### src/sv/rle_pkg.sv
// Shared types and constants for the run/literal byte encoder.
// Holds the command format passed from the front end to the back end
// and the literal buffer write port. No dependencies.
`default_nettype none

package rle_pkg;

	localparam int CNT_W  = 6;
	localparam int BYTE_W = 8;

	// Run headers carry this offset on top of the run length minus one.
	localparam logic [BYTE_W-1:0] RUN_BASE = 8'd128;

	typedef enum logic [1:0] {
		SEG_NONE = 2'd0,
		SEG_RUN  = 2'd1,
		SEG_LIT  = 2'd2
	} seg_kind_t;

	// One coded chunk. For a run, len is the run length and data the byte.
	// For a literal, len bytes come from the buffer, then data if tail is set.
	typedef struct packed {
		seg_kind_t         kind;
		logic [CNT_W-1:0]  len;
		logic              tail;
		logic [BYTE_W-1:0] data;
	} seg_t;

	// All the chunks closed by one input item, in output order.
	typedef struct packed {
		seg_t a;
		seg_t b;
	} cmd_t;

	typedef struct packed {
		logic              en;
		logic [CNT_W-1:0]  addr;
		logic [BYTE_W-1:0] data;
	} buf_wr_t;

endpackage

`default_nettype wire

### src/sv/rle_front.sv
// Front end of the run/literal encoder: accepts bytes, tracks the open
// chunk and turns closed chunks into commands for the back end.
// Depends on rle_pkg.
`default_nettype none

module rle_front #(
	parameter int MAX_CHUNK = 32
) (
	input  logic              clk,
	input  logic              arst_n,
	input  logic              item_valid,
	output logic              item_stall,
	input  logic [7:0]        data_byte,
	input  logic              stream_end,
	input  logic              q_full,
	input  logic              lit_done,
	output logic              cmd_push,
	output rle_pkg::cmd_t     cmd,
	output rle_pkg::buf_wr_t  buf_wr,
	output logic              lit_busy
);
	import rle_pkg::*;

	localparam logic [CNT_W-1:0] MAX_CNT = CNT_W'(MAX_CHUNK);

	typedef enum logic [1:0] {
		MODE_NEW = 2'd0,
		MODE_RUN = 2'd1,
		MODE_LIT = 2'd2
	} mode_t;

	mode_t             mode_q, mode_n;
	logic [CNT_W-1:0]  cnt_q, cnt_n, cnt_inc;
	logic [BYTE_W-1:0] prev_q, prev_n;
	logic              have_q, have_n;
	logic              busy_q;
	logic              accept;
	logic              same;
	logic              lit_set;
	seg_t              seg_a, seg_b, seg_end;

	always_comb begin
		same    = (data_byte == prev_q);
		cnt_inc = cnt_q + 1'b1;
		mode_n  = mode_q;
		cnt_n   = cnt_q;
		prev_n  = prev_q;
		have_n  = have_q;
		seg_a   = '0;
		seg_b   = '0;
		seg_end = '0;
		buf_wr  = '0;

		unique case (mode_q)
			MODE_RUN: begin
				if (same && (cnt_q < MAX_CNT)) begin
					cnt_n = cnt_inc;
				end else begin
					seg_a.kind = SEG_RUN;
					seg_a.len  = cnt_q;
					seg_a.data = prev_q;
					mode_n     = MODE_NEW;
					cnt_n      = '0;
					prev_n     = data_byte;
					have_n     = 1'b1;
				end
			end
			MODE_LIT: begin
				have_n = 1'b1;
				if (same) begin
					// A repeat of the newest byte closes the stretch without it.
					seg_a.kind = SEG_LIT;
					seg_a.len  = cnt_q;
					mode_n     = MODE_RUN;
					cnt_n      = CNT_W'(2);
				end else begin
					buf_wr.en   = 1'b1;
					buf_wr.addr = cnt_q;
					buf_wr.data = prev_q;
					cnt_n       = cnt_inc;
					prev_n      = data_byte;
					if (cnt_inc >= MAX_CNT) begin
						seg_a.kind = SEG_LIT;
						seg_a.len  = cnt_inc;
						mode_n     = MODE_NEW;
						cnt_n      = '0;
					end
				end
			end
			default: begin
				mode_n = MODE_NEW;
				if (!have_q) begin
					prev_n = data_byte;
					have_n = 1'b1;
				end else if (same) begin
					mode_n = MODE_RUN;
					cnt_n  = CNT_W'(2);
				end else begin
					buf_wr.en   = 1'b1;
					buf_wr.addr = '0;
					buf_wr.data = prev_q;
					cnt_n       = CNT_W'(1);
					mode_n      = MODE_LIT;
					prev_n      = data_byte;
				end
			end
		endcase

		// The closing chunk at end of stream; the pending byte rides as a
		// tail so a literal never needs two buffer writes in one item.
		unique case (mode_n)
			MODE_RUN: begin
				seg_end.kind = SEG_RUN;
				seg_end.len  = cnt_n;
				seg_end.data = prev_n;
			end
			MODE_LIT: begin
				seg_end.kind = SEG_LIT;
				seg_end.len  = cnt_n;
				seg_end.tail = 1'b1;
				seg_end.data = prev_n;
			end
			default: begin
				if (have_n) begin
					seg_end.kind = SEG_LIT;
					seg_end.tail = 1'b1;
					seg_end.data = prev_n;
				end
			end
		endcase

		if (stream_end) begin
			if (seg_a.kind == SEG_NONE) begin
				seg_a = seg_end;
			end else begin
				seg_b = seg_end;
			end
			mode_n = MODE_NEW;
			cnt_n  = '0;
			prev_n = '0;
			have_n = 1'b0;
		end

		// A new literal stretch waits until the back end has read the last one.
		item_stall = q_full || ((mode_q == MODE_NEW) && have_q && busy_q);
		accept     = item_valid && !item_stall;
		buf_wr.en  = buf_wr.en && accept;
		cmd_push   = accept && (seg_a.kind != SEG_NONE);
		cmd.a      = seg_a;
		cmd.b      = seg_b;
		lit_set    = cmd_push &&
			(((seg_a.kind == SEG_LIT) && (seg_a.len != '0)) ||
			 ((seg_b.kind == SEG_LIT) && (seg_b.len != '0)));
	end

	always_ff @(posedge clk or negedge arst_n) begin
		if (!arst_n) begin
			mode_q <= MODE_NEW;
			cnt_q  <= '0;
			prev_q <= '0;
			have_q <= 1'b0;
			busy_q <= 1'b0;
		end else begin
			if (accept) begin
				mode_q <= mode_n;
				cnt_q  <= cnt_n;
				prev_q <= prev_n;
				have_q <= have_n;
			end
			if (lit_set) begin
				busy_q <= 1'b1;
			end else if (lit_done) begin
				busy_q <= 1'b0;
			end
		end
	end

	assign lit_busy = busy_q;

endmodule

`default_nettype wire

### src/sv/rle_cmd_q.sv
// Two-entry command queue between the encoder front end and back end.
// Depends on rle_pkg.
`default_nettype none

module rle_cmd_q (
	input  logic          clk,
	input  logic          arst_n,
	input  logic          push,
	input  rle_pkg::cmd_t wdata,
	input  logic          pop,
	output rle_pkg::cmd_t rdata,
	output logic          full,
	output logic          empty
);
	import rle_pkg::*;

	localparam int DEPTH = 2;

	cmd_t       entries_q [DEPTH];
	logic       wr_ptr_q, rd_ptr_q;
	logic [1:0] count_q;
	logic       do_push, do_pop;

	assign full    = (count_q == 2'(DEPTH));
	assign empty   = (count_q == 2'd0);
	assign do_push = push && !full;
	assign do_pop  = pop && !empty;
	assign rdata   = entries_q[rd_ptr_q];

	always_ff @(posedge clk) begin
		if (do_push) begin
			entries_q[wr_ptr_q] <= wdata;
		end
	end

	always_ff @(posedge clk or negedge arst_n) begin
		if (!arst_n) begin
			wr_ptr_q <= 1'b0;
			rd_ptr_q <= 1'b0;
			count_q  <= 2'd0;
		end else begin
			if (do_push) begin
				wr_ptr_q <= ~wr_ptr_q;
			end
			if (do_pop) begin
				rd_ptr_q <= ~rd_ptr_q;
			end
			case ({do_push, do_pop})
				2'b10:   count_q <= count_q + 2'd1;
				2'b01:   count_q <= count_q - 2'd1;
				default: count_q <= count_q;
			endcase
		end
	end

endmodule

`default_nettype wire

### src/sv/rle_back.sv
// Back end of the run/literal encoder: holds the literal buffer and plays
// out each command as header and data bytes through an output register.
// Depends on rle_pkg.
`default_nettype none

module rle_back #(
	parameter int MAX_CHUNK = 32
) (
	input  logic             clk,
	input  logic             arst_n,
	input  logic             q_empty,
	input  rle_pkg::cmd_t    q_head,
	output logic             q_pop,
	input  rle_pkg::buf_wr_t buf_wr,
	output logic             lit_done,
	output logic             result_valid,
	input  logic             result_stall,
	output logic [7:0]       out_byte,
	output logic             is_header,
	output logic             last_of_burst
);
	import rle_pkg::*;

	localparam int AW = $clog2(MAX_CHUNK);

	typedef enum logic [1:0] {
		ST_IDLE = 2'd0,
		ST_HDR  = 2'd1,
		ST_BODY = 2'd2,
		ST_DATA = 2'd3
	} state_t;

	logic [BYTE_W-1:0] mem [MAX_CHUNK];
	logic [BYTE_W-1:0] rd_data_q;
	logic              rd_en;
	logic [AW-1:0]     rd_addr;

	state_t            st_q;
	cmd_t              cmd_q;
	logic              sel_q;
	logic [CNT_W-1:0]  idx_q, idx_nx;
	logic              out_valid_q, hdr_q, last_q;
	logic [BYTE_W-1:0] out_byte_q;

	seg_t              seg;
	logic              seg_final;
	logic              can_emit;
	logic              emit_now;
	logic              body_last;
	logic              has_body;
	logic              more_segs;
	logic [BYTE_W-1:0] hdr_byte;

	always_comb begin
		seg       = sel_q ? cmd_q.b : cmd_q.a;
		more_segs = !sel_q && (cmd_q.b.kind != SEG_NONE);
		seg_final = !more_segs;
		can_emit  = !out_valid_q || !result_stall;
		// Every state but idle loads a new byte into the output register.
		emit_now  = can_emit && (st_q != ST_IDLE);
		idx_nx    = idx_q + 1'b1;
		body_last = (idx_nx == seg.len);
		has_body  = (seg.kind == SEG_LIT) && (seg.len != '0);
		if (seg.kind == SEG_RUN) begin
			hdr_byte = RUN_BASE + BYTE_W'(seg.len) - 8'd1;
		end else begin
			hdr_byte = BYTE_W'(seg.len) + BYTE_W'(seg.tail) - 8'd1;
		end

		rd_en   = 1'b0;
		rd_addr = '0;
		if (can_emit && (st_q == ST_HDR) && has_body) begin
			rd_en = 1'b1;
		end else if (can_emit && (st_q == ST_BODY) && !body_last) begin
			rd_en   = 1'b1;
			rd_addr = idx_nx[AW-1:0];
		end

		lit_done = can_emit && (st_q == ST_BODY) && body_last;
		q_pop    = (st_q == ST_IDLE) && !q_empty;
	end

	always_ff @(posedge clk) begin
		if (buf_wr.en) begin
			mem[buf_wr.addr[AW-1:0]] <= buf_wr.data;
		end
		if (rd_en) begin
			rd_data_q <= mem[rd_addr];
		end
	end

	always_ff @(posedge clk or negedge arst_n) begin
		if (!arst_n) begin
			st_q        <= ST_IDLE;
			cmd_q       <= '0;
			sel_q       <= 1'b0;
			idx_q       <= '0;
			out_valid_q <= 1'b0;
			out_byte_q  <= '0;
			hdr_q       <= 1'b0;
			last_q      <= 1'b0;
		end else begin
			if (out_valid_q && !result_stall && !emit_now) begin
				out_valid_q <= 1'b0;
			end
			unique case (st_q)
				ST_IDLE: begin
					if (!q_empty) begin
						cmd_q <= q_head;
						sel_q <= 1'b0;
						st_q  <= ST_HDR;
					end
				end
				ST_HDR: begin
					if (can_emit) begin
						out_valid_q <= 1'b1;
						out_byte_q  <= hdr_byte;
						hdr_q       <= 1'b1;
						last_q      <= 1'b0;
						idx_q       <= '0;
						st_q        <= has_body ? ST_BODY : ST_DATA;
					end
				end
				ST_BODY: begin
					if (can_emit) begin
						out_valid_q <= 1'b1;
						out_byte_q  <= rd_data_q;
						hdr_q       <= 1'b0;
						last_q      <= body_last && !seg.tail && seg_final;
						idx_q       <= idx_nx;
						if (body_last && seg.tail) begin
							st_q <= ST_DATA;
						end else if (body_last && more_segs) begin
							sel_q <= 1'b1;
							st_q  <= ST_HDR;
						end else if (body_last) begin
							st_q <= ST_IDLE;
						end
					end
				end
				ST_DATA: begin
					if (can_emit) begin
						out_valid_q <= 1'b1;
						out_byte_q  <= seg.data;
						hdr_q       <= 1'b0;
						last_q      <= seg_final;
						if (more_segs) begin
							sel_q <= 1'b1;
							st_q  <= ST_HDR;
						end else begin
							st_q <= ST_IDLE;
						end
					end
				end
				default: st_q <= ST_IDLE;
			endcase
		end
	end

	assign result_valid  = out_valid_q;
	assign out_byte      = out_byte_q;
	assign is_header     = hdr_q;
	assign last_of_burst = last_q;

endmodule

`default_nettype wire

### src/sv/rle_literal_run_encoder_core.sv
// Run/literal byte encoder, top level. One byte comes in per
// accepted item; stream_end marks the last byte and closes whatever chunk is
// open. A run of n equal bytes comes out as the header 128+(n-1) followed by
// the byte, and a literal stretch of n bytes as the header n-1 followed by the
// n bytes. Chunks never exceed MAX_CHUNK bytes. A byte that repeats the newest
// byte of a literal stretch closes that stretch and opens a run of two. An
// item is accepted whenever the two-entry command queue has room and no
// literal hold-off (below) applies, and most items produce no output at all.
// The back end sends one result per cycle while the receiver does not stall,
// and loads each command from the queue in its idle state, so the first
// result of an idle block is registered in the header state after the load.
// One item releases at most MAX_CHUNK+3 results, and receiver stalls hold
// them up. A byte that arrives while no chunk is open but a byte is pending
// is held off until the back end has sent the last buffered byte of the
// previous literal stretch, so it also waits on any command ahead of that
// stretch in the queue and on output stalls. A burst of results ends with
// last_of_burst set on its final byte. Depends on rle_pkg, rle_front,
// rle_cmd_q and rle_back.
`default_nettype none

module rle_literal_run_encoder_core #(
	parameter int MAX_CHUNK = 32
) (
	input  logic       clk,
	input  logic       arst_n,
	// Input channel: one raw byte per request.
	input  logic       item_valid,
	output logic       item_stall,
	input  logic [7:0] data_byte,
	input  logic       stream_end,
	// Output channel: one encoded byte per request.
	output logic       result_valid,
	input  logic       result_stall,
	output logic [7:0] out_byte,
	output logic       is_header,
	output logic       last_of_burst
);
	import rle_pkg::*;

	cmd_t    cmd, q_head;
	buf_wr_t buf_wr;
	logic    cmd_push, q_pop, q_full, q_empty;
	logic    lit_done, lit_busy;

	// The front end owns the chunk state and writes literal bytes into the
	// buffer as the stretch grows.
	rle_front #(
		.MAX_CHUNK (MAX_CHUNK)
	) u_front (
		.clk        (clk),
		.arst_n     (arst_n),
		.item_valid (item_valid),
		.item_stall (item_stall),
		.data_byte  (data_byte),
		.stream_end (stream_end),
		.q_full     (q_full),
		.lit_done   (lit_done),
		.cmd_push   (cmd_push),
		.cmd        (cmd),
		.buf_wr     (buf_wr),
		.lit_busy   (lit_busy)
	);

	// Closed chunks wait here so the front keeps taking bytes while the
	// back end is busy sending.
	rle_cmd_q u_cmd_q (
		.clk    (clk),
		.arst_n (arst_n),
		.push   (cmd_push),
		.wdata  (cmd),
		.pop    (q_pop),
		.rdata  (q_head),
		.full   (q_full),
		.empty  (q_empty)
	);

	// The back end holds the literal buffer and the output register.
	rle_back #(
		.MAX_CHUNK (MAX_CHUNK)
	) u_back (
		.clk           (clk),
		.arst_n        (arst_n),
		.q_empty       (q_empty),
		.q_head        (q_head),
		.q_pop         (q_pop),
		.buf_wr        (buf_wr),
		.lit_done      (lit_done),
		.result_valid  (result_valid),
		.result_stall  (result_stall),
		.out_byte      (out_byte),
		.is_header     (is_header),
		.last_of_burst (last_of_burst)
	);

	// A command is only pushed when the queue has room for it.
	a_queue_no_overflow: assert property (@(posedge clk) disable iff (!arst_n)
		cmd_push |-> !q_full)
		else $error("command pushed into a full queue");

	// The literal buffer is never written while the back end still reads it.
	a_buffer_not_clobbered: assert property (@(posedge clk) disable iff (!arst_n)
		buf_wr.en |-> !lit_busy)
		else $error("literal buffer written while a stretch is being sent");

	// The back end only finishes a literal stretch that the front handed over.
	a_done_matches_busy: assert property (@(posedge clk) disable iff (!arst_n)
		lit_done |-> lit_busy)
		else $error("literal stretch finished with none outstanding");

	// A header is always followed by at least one data byte.
	a_header_not_last: assert property (@(posedge clk) disable iff (!arst_n)
		(result_valid && is_header) |-> !last_of_burst)
		else $error("header marked as the last byte of a burst");

endmodule

`default_nettype wire
### config.mk
export PLATFORM = sky130hd
export DESIGN_NAME = rle_literal_run_encoder_core
export DESIGN_NICKNAME = d
export VERILOG_FILES = /design/src/sv/rle_pkg.sv /design/src/sv/rle_front.sv /design/src/sv/rle_cmd_q.sv /design/src/sv/rle_back.sv /design/src/sv/rle_literal_run_encoder_core.sv
export SDC_FILE = /design/constraint.sdc
export NUM_CORES = 1
export LEC_CHECK = 0
export BUFFER_PORTS_ARGS = -buffer_cell sky130_fd_sc_hd__buf_2
export CORE_MARGIN = 2
export CORE_UTILIZATION = 41
export CTS_BUF_LIST = sky130_fd_sc_hd__clkbuf_16
export CTS_CLUSTER_SIZE = 30
export DETAILED_ROUTE_END_ITERATION = 7
export RECOVER_POWER = 25
export REMOVE_ABC_BUFFERS = 1
export SYNTH_ARGS = -nofsm -noshare
export SYNTH_HDL_FRONTEND = slang
export SYNTH_SLANG_ARGS = --single-unit
### constraint.sdc
create_clock -name clk -period 6.7 [get_ports clk]
set_input_delay 0.335 -clock clk [delete_from_list [all_inputs] [get_ports clk]]
set_output_delay 0.335 -clock clk [all_outputs]
set_load 0.01 [all_outputs]
After elaboration in Yosys (flattened, before gate mapping)
Memories as Yosys holds them, arrays and structs flattened. A register that Yosys moved wholly into a read port is not among the register bits.
Index checks and enable logic that the tools add are counted.
Word-level totals
  memories: 2
  register bits: 42
  bits of input ports: 13
  word-level logic and storage cells: 208
  RAM bits: 324
  output and inout bits: 12
Operators by class
  reductions and logical operators: 65
  add/sub/neg operators: 8
  order comparisons: 2
  bitwise logic cells: 3
  equal/unequal tests: 25
  multiplexer cells: 88
Memory list
  u_back.mem: depth 32, bits a word 8, read ports 1, clocked after Yosys merged registers in 1, wr ports 1, line rle_back.sv:33  | logic [BYTE_W-1:0] mem [MAX_CHUNK];
  u_cmd_q.entries_q: depth 2, bits a word 34, read ports 1, clocked after Yosys merged registers in 1, wr ports 1, line rle_cmd_q.sv:19  | cmd_t entries_q [DEPTH];
Operator list (number)
  two-way mux 8 bit: 13
  two-way mux 17 bit: 5
  two-way mux 6 bit: 8
  two-way mux 15 bit: 3
  one-hot mux 8 bit (2 select lines): 2
  two-way mux 2 bit: 15
  one-hot mux 15 bit (2 select lines): 1
  logical AND 1 bit: 26
  two-way mux 1 bit: 26
  one-hot mux 6 bit (2 select lines): 2
  one-hot mux 8 bit (3 select lines): 1
  == test 2 bit (second input constant): 9
  nonzero test 6 bit: 3
  subtractor 8 x 1 -> 8 bit (second input constant): 2
  nonzero test 2 bit: 7
  adder 6 x 1 -> 6 bit (second input constant): 2
  one-hot mux 2 bit (2 select lines): 3
  zero test 1 bit: 11
  == test 2 x 1 -> 1 bit (second input constant): 5
  two-way mux 5 bit: 2
  inequality test 2 x 1 -> 1 bit (second input constant): 5
  two-way mux 9 bit: 1
  adder 8 x 6 -> 8 bit (first input constant): 1
  == test 8 bit: 1
  23 further kinds: 37

Depth between registers and ports, before layout
  depth in word-level cells: 15
  depth in mapped cells: 20
  depth with buffers taken out: 20

Cells and area by module
A second synthesis with hierarchy kept.
Second synthesis, totals
  cells, all modules: 1478
  area, all modules: 18574.1 um^2
By module, submodules not included
  rle_back: cells each 1069, times used 1, area each 13676.9 um^2, seq. area each 9278.9 um^2
  rle_cmd_q: cells each 124, times used 1, area each 2801.4 um^2, seq. area each 2142.1 um^2
  rle_front: cells each 285, times used 1, area each 2095.8 um^2, seq. area each 450.4 um^2

Worst setup path before layout
OpenSTA, ideal clock, no wires.
  kind: flip-flop to flip-flop
  start: register u_front.mode_q[0]
  end: memory u_cmd_q.entries_q[0][0] in the netlist's numbering, enable pin
  setup slack: 1857 ps
  stages on the path, launching flop included: 16
  clock period less this slack: 4843 ps
  path buffers: 1
  data arrival time: 4419 ps
  setup time: 423 ps
  data required time: 6277 ps
  cells stage by stage: dfrtp_1 inv_1 ha_1 clkbuf_1 nand2_1 a21oi_1 a32oi_1 o21ai_0 ha_1 nand2b_1 nor2_1 a21oi_1 and2_1 or2_2 o21ai_1 nor2_1
RTL lines
  start, declared: line rle_front.sv:32  | mode_t mode_q, mode_n;
  start signal, assigned: line rle_front.sv:165  | mode_q <= mode_n;
  end, declared: line rle_cmd_q.sv:19

==> impl_summary.md <==
Floorplanning
The die is roughly 210 um tall. For this configuration, the core starts out at a cell density of 0.417. The width of the chip is 214 um. The die covers 45700 um2. For this design the top-level I/O count stands at 25. The core region is around 43000 um2. The row count is 76.

Timing
The total count of max-transition violations in the final report was 262. The total count of hold-check failures in the final report is 0. The setup violation total in the final timing report is 0. Setup repair after global routing left no endpoint under its margin. The worst-margin pin slew is 3.71 ns. In the finished design, the share of the clock period the worst path needs comes to 0.787.

The maximum operating frequency is 0.190 GHz. The final total negative setup slack is 0 ns. For the finished layout, the period the worst path requires is 5.27 ns. Between clock sinks in the finished design, the worst skew comes to between 0.02 and 0.03 ns. In this run the tightest slew margin relative to its limit is -1.47.

Setup path
The path type of the worst setup path is flop to flop. STA classifies the critical path startpoint as a flop. STA classifies the critical path endpoint as a flop.

Of all nets on the critical path, the largest fanout is 23. Data on the critical path is required at its endpoint by 6.93 ns. STA puts the critical path data arrival time at 5.51 ns.

Global routing
The number of antenna violations at the first check in global routing was 1. The first global-routing pass estimated between 70000 and 80000 um of wire. The largest net degree at the start of global routing is between 70 and 80. For this run, the total global-route usage over all layers was measured as 0.219. The via count of the first global-routing pass is about 12000. For this run the aggregate overflow at the end of global routing stands at 0.

Worst hold path
The path class of the lowest-slack min-delay path is input port to flop.

Clock tree
TritonCTS created 42 clock buffers. The clock drives 405 sinks. After clock tree synthesis, the clock-pin slew on the worst setup and hold paths is 0.06 ns. TritonCTS built the clock tree. No sink is reached through more buffers than the 3 on the longest clock path. The root buffer cell chosen for the clock tree is sky130_fd_sc_hd__clkbuf_16. The insertion delay to the later sink of the worst-skew pair is 0.58 ns. The clock tree synthesis step divided the H-tree into 2 levels. The number of gates resized after cts is 0.

Routing
For this block, the routed nets add up to 48800 um of wire. Dividing the detail-routed wire length by the instance count gives 23.1 um. The number of DRC violations after detailed-routing iteration 0 is 1347. Before antenna repair, the detailed router went through 5 iterations. The routed layout has 12200 vias. After detailed routing, the number of remaining DRC violations is 0. The average vias per placed instance is between 5 and 6. The post-detailed-route count of antenna-violating nets is 0.

Yosys
For this run, the leading register cell type out of synthesis is sky130_fd_sc_hd__edfxtp_1. Counting flops and latches in the post-synthesis netlist gives 405. Yosys mapped a number of flops with a built-in enable equal to between 300 and 400. Of all flip-flops after synthesis, the portion carrying an async set or reset was 0.185. After synthesis, the cell types taking the most area are sky130_fd_sc_hd__edfxtp_1, sky130_fd_sc_hd__dfrtp_1, sky130_fd_sc_hd__nand2_1.

After synthesis, the netlist uses 72 different library cells. The summed instance area of the synthesized netlist is 18000 um2. Synthesis produced 1490 cells. The cell type with the highest aggregate area in the netlist is sky130_fd_sc_hd__edfxtp_1.

A synthesized cell averages 12.1 um2. Of the synthesized area, sequential elements account for 0.653. Of the post-synthesis cell area, the dominant cell type holds 0.549.

The yosys synthesis warning count is 0.

Finish
The count of cells in the finished layout, fillers not included, comes to 2118. From synthesis to final layout, the design area changed by 11.1%. The antenna diode instance count is 0. In the final layout, the share of cells above drive strength 1 is 0.0809. Fill cells in the final layout number 3923. After the last flow step, the layout net total stands at 1527.

Run
The number of max-capacitance violations reported is 6.

Pwr
The ratio of total power to cell area is between 400 and 500 nW/um2. In this run the static leakage power is 7.12 nW. IR analysis of the VDD net gives a maximum drop of 180 uV.

Run status
The flow ran to the end, but the final reports show violations. The final reports fail on max-capacitance violations, max-slew violations.

Placed design
The number of I/O port buffers is 24. The last weighted congestion value of the routability-driven placer is 0.916. The total half-perimeter wirelength after legalization and detailed placement is 32000 um. The cell total after placement is a little over 2000.
worst paths after layout:
kind	start	end	slack, ns	depth (start not counted)
min in group asynchronous	arst_n	u_front.cnt_q[4]	0.29	2
setup reg to reg	u_front.mode_q[0]	u_cmd_q.entries_q[0][27]	1.43	15
hold / removal	data_byte[6]	u_front.prev_q[6]	0.09	2
hold reg to reg	u_back.out_byte[3]	u_back.out_byte[3]	0.48	2
setup / recovery	u_front.mode_q[0]	u_cmd_q.entries_q[0][27]	1.43	15
max in group asynchronous	arst_n	u_cmd_q.rd_ptr_q	2.23	3
metrics by stage:
stage	setup slack (ns)	power (W)	instance area (um2)	hold slack, ns	utilization
detailed placement	1.48	0.00634	18800	0.183	0.434
CTS	1.47	0.00861	20100	0.0590	0.464
finish	1.43	0.00858	20000	0.0855	0.463
global route	1.06	0.00903	20000	0.0734	0.463
floorplan	1.33	0.00532	17700	0.0394	-
global placement	1.71	0.00631	18800	0.183	0.434
cell usage after synthesis (7+ instances only):
| cell | n |
|---|---|
| sky130_fd_sc_hd__a31oi_1 | 20 |
| sky130_fd_sc_hd__mux2i_1 | 75 |
| sky130_fd_sc_hd__inv_1 | 27 |
| sky130_fd_sc_hd__nor3_1 | 26 |
| sky130_fd_sc_hd__xnor2_1 | 20 |
| sky130_fd_sc_hd__nand2b_1 | 7 |
| sky130_fd_sc_hd__a32o_1 | 17 |
| sky130_fd_sc_hd__mux2_2 | 7 |
| sky130_fd_sc_hd__and3_1 | 9 |
| sky130_fd_sc_hd__dfrtp_1 | 75 |
| sky130_fd_sc_hd__o21ai_0 | 60 |
| sky130_fd_sc_hd__o31ai_1 | 8 |
| sky130_fd_sc_hd__nand3_1 | 54 |
| sky130_fd_sc_hd__buf_2 | 10 |
| sky130_fd_sc_hd__a21oi_1 | 84 |
| sky130_fd_sc_hd__nand4_1 | 11 |
| sky130_fd_sc_hd__o22ai_1 | 7 |
| sky130_fd_sc_hd__clkbuf_1 | 56 |
| sky130_fd_sc_hd__a32oi_1 | 17 |
| sky130_fd_sc_hd__or3_1 | 7 |
| sky130_fd_sc_hd__a221oi_1 | 20 |
| sky130_fd_sc_hd__edfxtp_1 | 330 |
| sky130_fd_sc_hd__xor2_1 | 13 |
| sky130_fd_sc_hd__nor2_1 | 143 |
| sky130_fd_sc_hd__a22oi_1 | 10 |
| sky130_fd_sc_hd__a211oi_1 | 11 |
| sky130_fd_sc_hd__nand2_1 | 231 |
| sky130_fd_sc_hd__o211ai_1 | 17 |
| sky130_fd_sc_hd__buf_1 | 11 |
| sky130_fd_sc_hd__ha_1 | 12 |
| sky130_fd_sc_hd__and2_1 | 14 |
registers in the layout (all words and copies together), names as in the netlist, 2 cells and up:
register,cells
u_back.rd_data_q,8
u_back.st_q,2
u_cmd_q.entries_q,66
u_front.prev_q,8
u_back.idx_q,6
u_cmd_q.count_q,2
u_back.out_byte,8
u_back.mem,256
u_front.cnt_q,6
u_back.cmd_q,33
u_front.mode_q,2
logic make-up (layout without fill, tap and decap cells):
family | count (synthesis) | count (layout) | share of synthesized area
AND/OR/NAND/NOR | 528 | 528 | 0.128
flip-flops | 405 | 405 | 0.653
AO/OA/AOI/OAI | 313 | 313 | 0.118
buffers and inverters | 113 | 156 | 0.0264
multiplexers | 85 | 85 | 0.0488
XOR/XNOR | 34 | 34 | 0.0173
adder cells (fa/ha/maj) | 12 | 12 | 0.00832
layer usage:
layer  share of wire  global-route usage
met1            0.46               0.322
met2            0.44               0.328
met3           0.072              0.0434
met4           0.030              0.0704
met5         0.00027                   0
what timing repair did:
item | in CTS | in global routing
hold buffers | 1 | 0
endpoints found under the setup margin | 0 | 0
buffers inserted | 0 | 0
endpoints found under the hold margin | 9 | 0
worst max-delay path: stages, from the launching register on:
cell	delay (ns)
sky130_fd_sc_hd__dfrtp_1	0.37
sky130_fd_sc_hd__inv_1	0.09
sky130_fd_sc_hd__ha_1	0.67
sky130_fd_sc_hd__nand2_1	0.22
sky130_fd_sc_hd__a21oi_1	0.70
sky130_fd_sc_hd__a32oi_1	0.34
sky130_fd_sc_hd__o21ai_0	0.46
sky130_fd_sc_hd__ha_1	0.34
sky130_fd_sc_hd__nand2b_1	0.10
sky130_fd_sc_hd__nor2_1	0.05
sky130_fd_sc_hd__a21oi_1	0.20
sky130_fd_sc_hd__and2_1	0.18
sky130_fd_sc_hd__or2_2	0.14
sky130_fd_sc_hd__o21ai_1	0.16
sky130_fd_sc_hd__nor2_2	0.49
sky130_fd_sc_hd__buf_4	0.41
placed cells by master, fill, tap and decap left out, types with 40 or more instances in the layout:
master	Yosys	layout
sky130_fd_sc_hd__a21oi_1	84	84
sky130_fd_sc_hd__clkbuf_16	0	42
sky130_fd_sc_hd__o21ai_0	60	61
sky130_fd_sc_hd__inv_1	27	40
sky130_fd_sc_hd__mux2i_1	75	75
sky130_fd_sc_hd__nand3_1	54	54
sky130_fd_sc_hd__edfxtp_1	330	330
sky130_fd_sc_hd__dfrtp_1	75	74
sky130_fd_sc_hd__nand2_1	231	231
sky130_fd_sc_hd__nor2_1	143	140
area by class of cell:
type,count,area (um2),area share
inverters,27,101,0.00506
repair buffers,54,309,0.0154
clock inverters,33,275,0.0137
flip-flops and latches,405,11800,0.588
well taps,585,732,0.0365
clock buffers,42,1050,0.0524
multi-input cells,972,5790,0.289
report_power, final:
group | total, W | switching (W) | leakage (nW) | internal (W)
logic | 0.00276 | 0.00184 | 2.48 | 0.000921
clock network | 0.00227 | 0.000967 | 0.700 | 0.00130
registers | 0.00355 | 0.000328 | 3.95 | 0.00322
(Power assumes the default switching activity.)
